<file path="config.mk">
export PLATFORM = sky130hd
export DESIGN_NAME = fhlb_hash
export DESIGN_NICKNAME = d
export VERILOG_FILES = /design/src/design/fhlb_pkg.sv /design/src/design/fhlb_hash.sv
export SDC_FILE = /design/constraint.sdc
export NUM_CORES = 2
export LEC_CHECK = 0
export ABC_AREA = 0
export BUFFER_PORTS_ARGS = -buffer_cell sky130_fd_sc_hd__buf_2
export CAP_MARGIN = 5
export CORE_ASPECT_RATIO = 0.9
export CORE_MARGIN = 5
export CORE_UTILIZATION = 56
export CTS_BUF_LIST = sky130_fd_sc_hd__clkbuf_4
export DETAILED_ROUTE_END_ITERATION = 6
export PLACE_DENSITY = 0.8
export SETUP_SLACK_MARGIN = 0.3
export SLEW_MARGIN = 5
export SYNTH_ARGS = -nofsm -noshare
export SYNTH_HDL_FRONTEND = slang
export SYNTH_SLANG_ARGS = --single-unit
export TNS_END_PERCENT = 10
</file>
<file path="constraint.sdc">
create_clock -name clk -period 6.1 [get_ports clk]
set_input_delay 0.305 -clock clk [delete_from_list [all_inputs] [get_ports clk]]
set_output_delay 0.305 -clock clk [all_outputs]
set_load 0.005 [all_outputs]
</file>
<file path="src/design/fhlb_pkg.sv">
`timescale 1ns / 1ps

package fhlb_pkg;

    localparam int TABLE_DEPTH = 16384;
    localparam int GATE_LIMIT  = 8192;
    localparam int IDX_W       = $clog2(TABLE_DEPTH);

    localparam int INDEX_W = 14;
    localparam int GATE_W  = 13;
    localparam int COUNT_W = 15;
    localparam int HASH_W  = 32;
    localparam int VEC_W   = 96;

    localparam logic [31:0] CRC_POLY = 32'h82F6_3B78;

    localparam logic FUNC_CLASSIFY = 1'b0;
    localparam logic FUNC_WRITE    = 1'b1;

    localparam logic [1:0] MODE_MAC = 2'd0;
    localparam logic [1:0] MODE_IP  = 2'd1;
    localparam logic [1:0] MODE_L4  = 2'd2;
    localparam logic [1:0] MODE_BAD = 2'd3;

    localparam int CFG_IDX_W = 8;
    localparam logic [CFG_IDX_W-1:0] REG_LB_MODE    = 8'd0;
    localparam logic [CFG_IDX_W-1:0] REG_GATE_COUNT = 8'd1;
    localparam int CFG_DATA_W = 16;

    typedef struct packed {
        logic        func;
        logic [63:0] mac_word;
        logic [31:0] mac_tail;
        logic [63:0] ip_pair;
        logic [31:0] port_word;
        logic [7:0]  proto_byte;
        logic [INDEX_W-1:0] entry_index;
        logic [GATE_W-1:0]  entry_gate;
        logic        entry_drop;
    } in_item_t;

    typedef struct packed {
        logic [GATE_W-1:0] out_gate;
        logic              out_drop;
        logic [HASH_W-1:0] flow_hash;
    } out_item_t;

    // Hash pipeline result handed to the table stage
    typedef struct packed {
        logic               valid;
        logic               func;
        logic [HASH_W-1:0]  hash;
        logic [IDX_W-1:0]   bucket;
        logic               zero;
        logic [INDEX_W-1:0] entry_index;
        logic [GATE_W-1:0]  entry_gate;
        logic               entry_drop;
    } hash_stage_t;

    // CRC contribution of each input bit: data bits 0..63, then seed bits 0..31.
    // The update is linear, so the hash is the XOR of the columns of set bits.
    function automatic logic [VEC_W-1:0][31:0] crc_cols();
        logic [VEC_W-1:0][31:0] cols;
        logic [31:0] crc;
        logic [63:0] data;
        for (int k = 0; k < VEC_W; k++)
        begin
            if (k < 64)
            begin
                data = 64'd1 << k;
                crc  = 32'd0;
            end
            else
            begin
                data = 64'd0;
                crc  = 32'd1 << (k - 64);
            end
            for (int i = 0; i < 8; i++)
            begin
                crc = crc ^ {24'd0, data[8*i +: 8]};
                for (int b = 0; b < 8; b++)
                begin
                    crc = crc[0] ? ((crc >> 1) ^ CRC_POLY) : (crc >> 1);
                end
            end
            cols[k] = crc;
        end
        return cols;
    endfunction

    localparam logic [VEC_W-1:0][31:0] CRC_COLS = crc_cols();

endpackage

</file>
<file path="src/design/fhlb_hash.sv">
`timescale 1ns / 1ps

module fhlb_hash
    import fhlb_pkg::*;
(
    input  logic                clk,
    input  logic                rst_n,
    input  logic                accept,
    input  in_item_t            item,
    input  logic [1:0]          lb_mode,
    input  logic [COUNT_W-1:0]  gate_count,
    output hash_stage_t         stage
);

    localparam int PROD_W = HASH_W + COUNT_W;

    logic               s1_valid_reg;
    logic               s1_func_reg;
    logic [VEC_W-1:0]   s1_vec_reg;
    logic [INDEX_W-1:0] s1_index_reg;
    logic [GATE_W-1:0]  s1_gate_reg;
    logic               s1_drop_reg;

    logic               s2_valid_reg;
    logic               s2_func_reg;
    logic [HASH_W-1:0]  s2_hash_reg;
    logic [INDEX_W-1:0] s2_index_reg;
    logic [GATE_W-1:0]  s2_gate_reg;
    logic               s2_drop_reg;

    logic               s3_valid_reg;
    logic               s3_func_reg;
    logic [HASH_W-1:0]  s3_hash_reg;
    logic [IDX_W-1:0]   s3_bucket_reg;
    logic               s3_zero_reg;
    logic [INDEX_W-1:0] s3_index_reg;
    logic [GATE_W-1:0]  s3_gate_reg;
    logic               s3_drop_reg;

    logic [VEC_W-1:0]   vec_next;
    logic [HASH_W-1:0]  hash_next;
    logic [PROD_W-1:0]  prod_next;

    // Pick data word and seed by mode
    always_comb
    begin
        case (lb_mode)
            MODE_MAC: vec_next = {item.mac_tail, item.mac_word};
            MODE_IP:  vec_next = {32'd0, item.ip_pair};
            default:  vec_next = {item.port_word ^ {24'd0, item.proto_byte}, item.ip_pair};
        endcase
    end

    always_comb
    begin
        hash_next = '0;
        for (int k = 0; k < VEC_W; k++)
        begin
            if (s1_vec_reg[k])
            begin
                hash_next = hash_next ^ CRC_COLS[k];
            end
        end
    end

    assign prod_next = PROD_W'(s2_hash_reg) * PROD_W'(gate_count);

    always_ff @(posedge clk or negedge rst_n)
    begin
        if (!rst_n)
        begin
            s1_valid_reg <= 1'b0;
            s2_valid_reg <= 1'b0;
            s3_valid_reg <= 1'b0;
        end
        else
        begin
            s1_valid_reg <= accept;
            s2_valid_reg <= s1_valid_reg;
            s3_valid_reg <= s2_valid_reg;
        end
    end

    always_ff @(posedge clk)
    begin
        s1_func_reg   <= item.func;
        s1_vec_reg    <= vec_next;
        s1_index_reg  <= item.entry_index;
        s1_gate_reg   <= item.entry_gate;
        s1_drop_reg   <= item.entry_drop;

        s2_func_reg   <= s1_func_reg;
        s2_hash_reg   <= hash_next;
        s2_index_reg  <= s1_index_reg;
        s2_gate_reg   <= s1_gate_reg;
        s2_drop_reg   <= s1_drop_reg;

        s3_func_reg   <= s2_func_reg;
        s3_hash_reg   <= s2_hash_reg;
        s3_bucket_reg <= prod_next[HASH_W +: IDX_W];
        s3_zero_reg   <= (gate_count == '0);
        s3_index_reg  <= s2_index_reg;
        s3_gate_reg   <= s2_gate_reg;
        s3_drop_reg   <= s2_drop_reg;
    end

    assign stage.valid       = s3_valid_reg;
    assign stage.func        = s3_func_reg;
    assign stage.hash        = s3_hash_reg;
    assign stage.bucket      = s3_bucket_reg;
    assign stage.zero        = s3_zero_reg;
    assign stage.entry_index = s3_index_reg;
    assign stage.entry_gate  = s3_gate_reg;
    assign stage.entry_drop  = s3_drop_reg;

endmodule

</file>
==> impl_metrics.yaml <==
sta:
  skew_ps: 55.6
  worst_pin_slew_ps: 1110
  min_period_over_period: 0.964
  rsz0062_at_grt: "yes"
  hold_viol_final: 0
  drv_slew: 0
  fmax_ghz: 0.170
  period_needed_ps: 5880
  setup_viol: 0
  relSlewSlack: 0.260
floorplanning:
  rows: 75
  core_um2: 46900
  initial_utilization: 0.569
  die_h_um: 217
  ioPinCount: 326
  dieArea_um2: 52100
  die_w_um: 240
detailed_routing:
  drt.antenna.violating_nets: 0
  drc_errors: 1
  vias: 20600
  routedWlPerCell_um: 22.8
  vias_per_cell: 5.32
  drtPass1Iterations: 7
  drt_iter0_drc: 1646
  drt_wl_total_um: 88300
final_layout:
  finish.net_count: 3941
  fillerInstances: 3379
  layout_common_cells: "565 x xnor2_1, 382 x fa_1, 325 x buf_2"
  area_growth_pct: 23.5
  largest_reg_flops: 96
  fin_util: 0.703
  instances_no_fill: 3873
  final_common_cell: "xnor2_1"
  drive_above_1_share: 0.219
  fin_area_um2: 33000
yosys:
  syn_nets: 3367
  synth_seq_area_share: 0.199
  syn_area_um2: 26700
  yosys_warnings: 0
  ys_ff_latch: 265
  synth_compound_area_frac: 0.0256
  synth.avg_cell_area_um2: 10.2
  synth-edff-count: 0
  synth_top_family_by_area: "adder cells"
  synthArstFlopShare: 0.0113
  yosys.area_share.adder: 0.338
  synth_ff_type: "dfxtp_1"
  yosys.area_share.simple: 0.0972
  synthMuxAreaShare: 0.0270
  synthXorXnorAreaFrac: 0.244
  synthCells: 2628
  synth_cell_types: 46
critical_path:
  slowest_delay_ps: 570
  cpMostUsedCell: "fa_1"
  criticalPathCategory: "reg2reg"
  cp_num_buf_inv: 6
  cp_top_family: "adder cells"
  rrSetupSlack_ps: 220
  slowest_stage: "fa_1"
  crit_arrival_ps: 6540
  path_max_fanout: 11
  startpoint_type: "register"
  path_cells: "buf_12, nand2_1, fa_1, inv_1, fa_1, fa_1, inv_1, fa_1, inv_1, fa_1, fa_1, ha_1, a21o_1, nor3_2, nand4_1, buf_6, a311oi_2, buf_4, nand2b_4, a21oi_1, xor2_1"
  critPathRequiredTime_ps: 6760
  end_kind: "register"
global_route:
  grt_max_degree: 53
  grt_antenna_before_repair: 2
  overflow: 0
  grt_pass1_vias: 23300
  track_usage: 0.341
  grt_pass1_wl_um: 135000
hold_path:
  hp-class: "in2reg"
place:
  placed_area_um2: 29200
  dp_cells: 3506
  place_hpwl_um: 67300
  portBuffers: 325
  gp_congestion: 1.06
clocking:
  clock_path_buffers: 3
  cts.clk_slew.worst_paths_ps: 60
  cts_tree: "yes"
  clk_latency_ps: 820
  htreeDepth: 3
  numCtsBuffers: 72
  cts_root_buf: "clkbuf_4"
  cts.sinks: 265
run:
  cap_violations: 0
outcome:
  outcome: "finished with violations"
  violations: "DRC"
layer usage:
| layer | global-route usage | part of all wire | vias up |
|---|---|---|---|
| li1 | - | - | 9016 |
| met5 | 0 | 0 | - |
| met2 | 0.585 | 0.49 | 1097 |
| met1 | 0.419 | 0.37 | 10200 |
| met3 | 0.0751 | 0.084 | 263 |
| met4 | 0.139 | 0.048 | 0 |
cell usage after synthesis (3+ instances only):
| library cell | number | area (um^2) |
|---|---|---|
| dfrtp_1 | 3 | 75.1 |
| o21ai_0 | 15 | 75.1 |
| a22o_1 | 32 | 280 |
| xor2_1 | 110 | 963 |
| xnor2_1 | 566 | 4960 |
| xnor2_2 | 12 | 195 |
| nand4_1 | 7 | 43.8 |
| mux2_2 | 64 | 721 |
| buf_4 | 5 | 37.5 |
| nand3_1 | 4 | 20.0 |
| and2_1 | 208 | 1300 |
| xor2_2 | 13 | 211 |
| nand2_1 | 288 | 1080 |
| nor4_1 | 5 | 31.3 |
| clkbuf_1 | 101 | 379 |
| nor3_1 | 8 | 40.0 |
| dfxtp_1 | 262 | 5250 |
| a21oi_1 | 26 | 130 |
| o21a_1 | 3 | 22.5 |
| a21o_1 | 6 | 45.0 |
| ha_1 | 104 | 1300 |
| buf_2 | 49 | 245 |
| inv_1 | 310 | 1160 |
| fa_1 | 386 | 7730 |
| xnor2_4 | 4 | 110 |
| nor2_1 | 9 | 33.8 |
tightest hold or removal path: cells and delay by family:
family	cells	cell delay (ps)
and+or+nand+nor	2	270
buffers and inverters	2	310
stage by stage:
step | setup TNS (ps) | hold WS, ps | setup WS (ps)
5_1_grt | 0 | 88.8 | 73.9
2_1_floorplan | 0 | 9.41 | 364
4_1_cts | 0 | 82.2 | 289
3_3_place_gp | -161 | 102 | -68.3
3_5_place_dp | -1750 | 105 | -268
6_report | 0 | 134 | 218
final timing paths:
| path | startpoint | cells after the start | to |
|---|---|---|---|
| max | s2_hash_reg[14]$_DFF_P_ | 21 | s3_bucket_reg[8]$_DFF_P_ |
| min | gate_count[8] | 4 | s3_zero_reg$_DFF_P_ |
| max reg2reg | s2_hash_reg[14]$_DFF_P_ | 21 | s3_bucket_reg[8]$_DFF_P_ |
| min reg2reg | s2_index_reg[11]$_DFF_P_ | 0 | s3_index_reg[11]$_DFF_P_ |
| max in group asynchronous | rst_n | 3 | s2_valid_reg$_DFF_PN0_ |
| min in group asynchronous | rst_n | 3 | s3_valid_reg$_DFF_PN0_ |
cell type report:
| class | instances | area [um^2] | area share |
|---|---|---|---|
| multi-input cells | 1896 | 19900 | 0.602 |
| inverters | 310 | 1160 | 0.0353 |
| well taps | 616 | 771 | 0.0234 |
| flip-flops and latches | 265 | 5400 | 0.164 |
| clock inverters | 29 | 184 | 0.00558 |
| repair buffers | 657 | 4860 | 0.147 |
| diodes | 3 | 7.51 | 0.000228 |
| clock buffers | 97 | 728 | 0.0221 |
timing repair:
item / in CTS / in global routing
pin swaps: 7 / 29
hold endpoints to repair: 129 / 0
endpoints found under the setup margin: 14 / 14
setup buffers: 2 / 12
hold buffers: 224 / 0
gates resized for setup: 55 / 63
cell families (layout without fill, tap and decap cells):
| group | count (synthesis) | count (layout) |
|---|---|---|
| muxes | 64 | 64 |
| AOI/OAI and AO/OA | 99 | 99 |
| adders and majority gates | 490 | 490 |
| other | 0 | 3 |
| and+or+nand+nor | 535 | 535 |
| DFF | 265 | 265 |
| xor gates and xnor gates | 708 | 708 |
| buffers and inverters | 467 | 1093 |
Power is not shown: default switching activity piles up to over one toggle a cycle in this logic, so the estimate is an artifact.
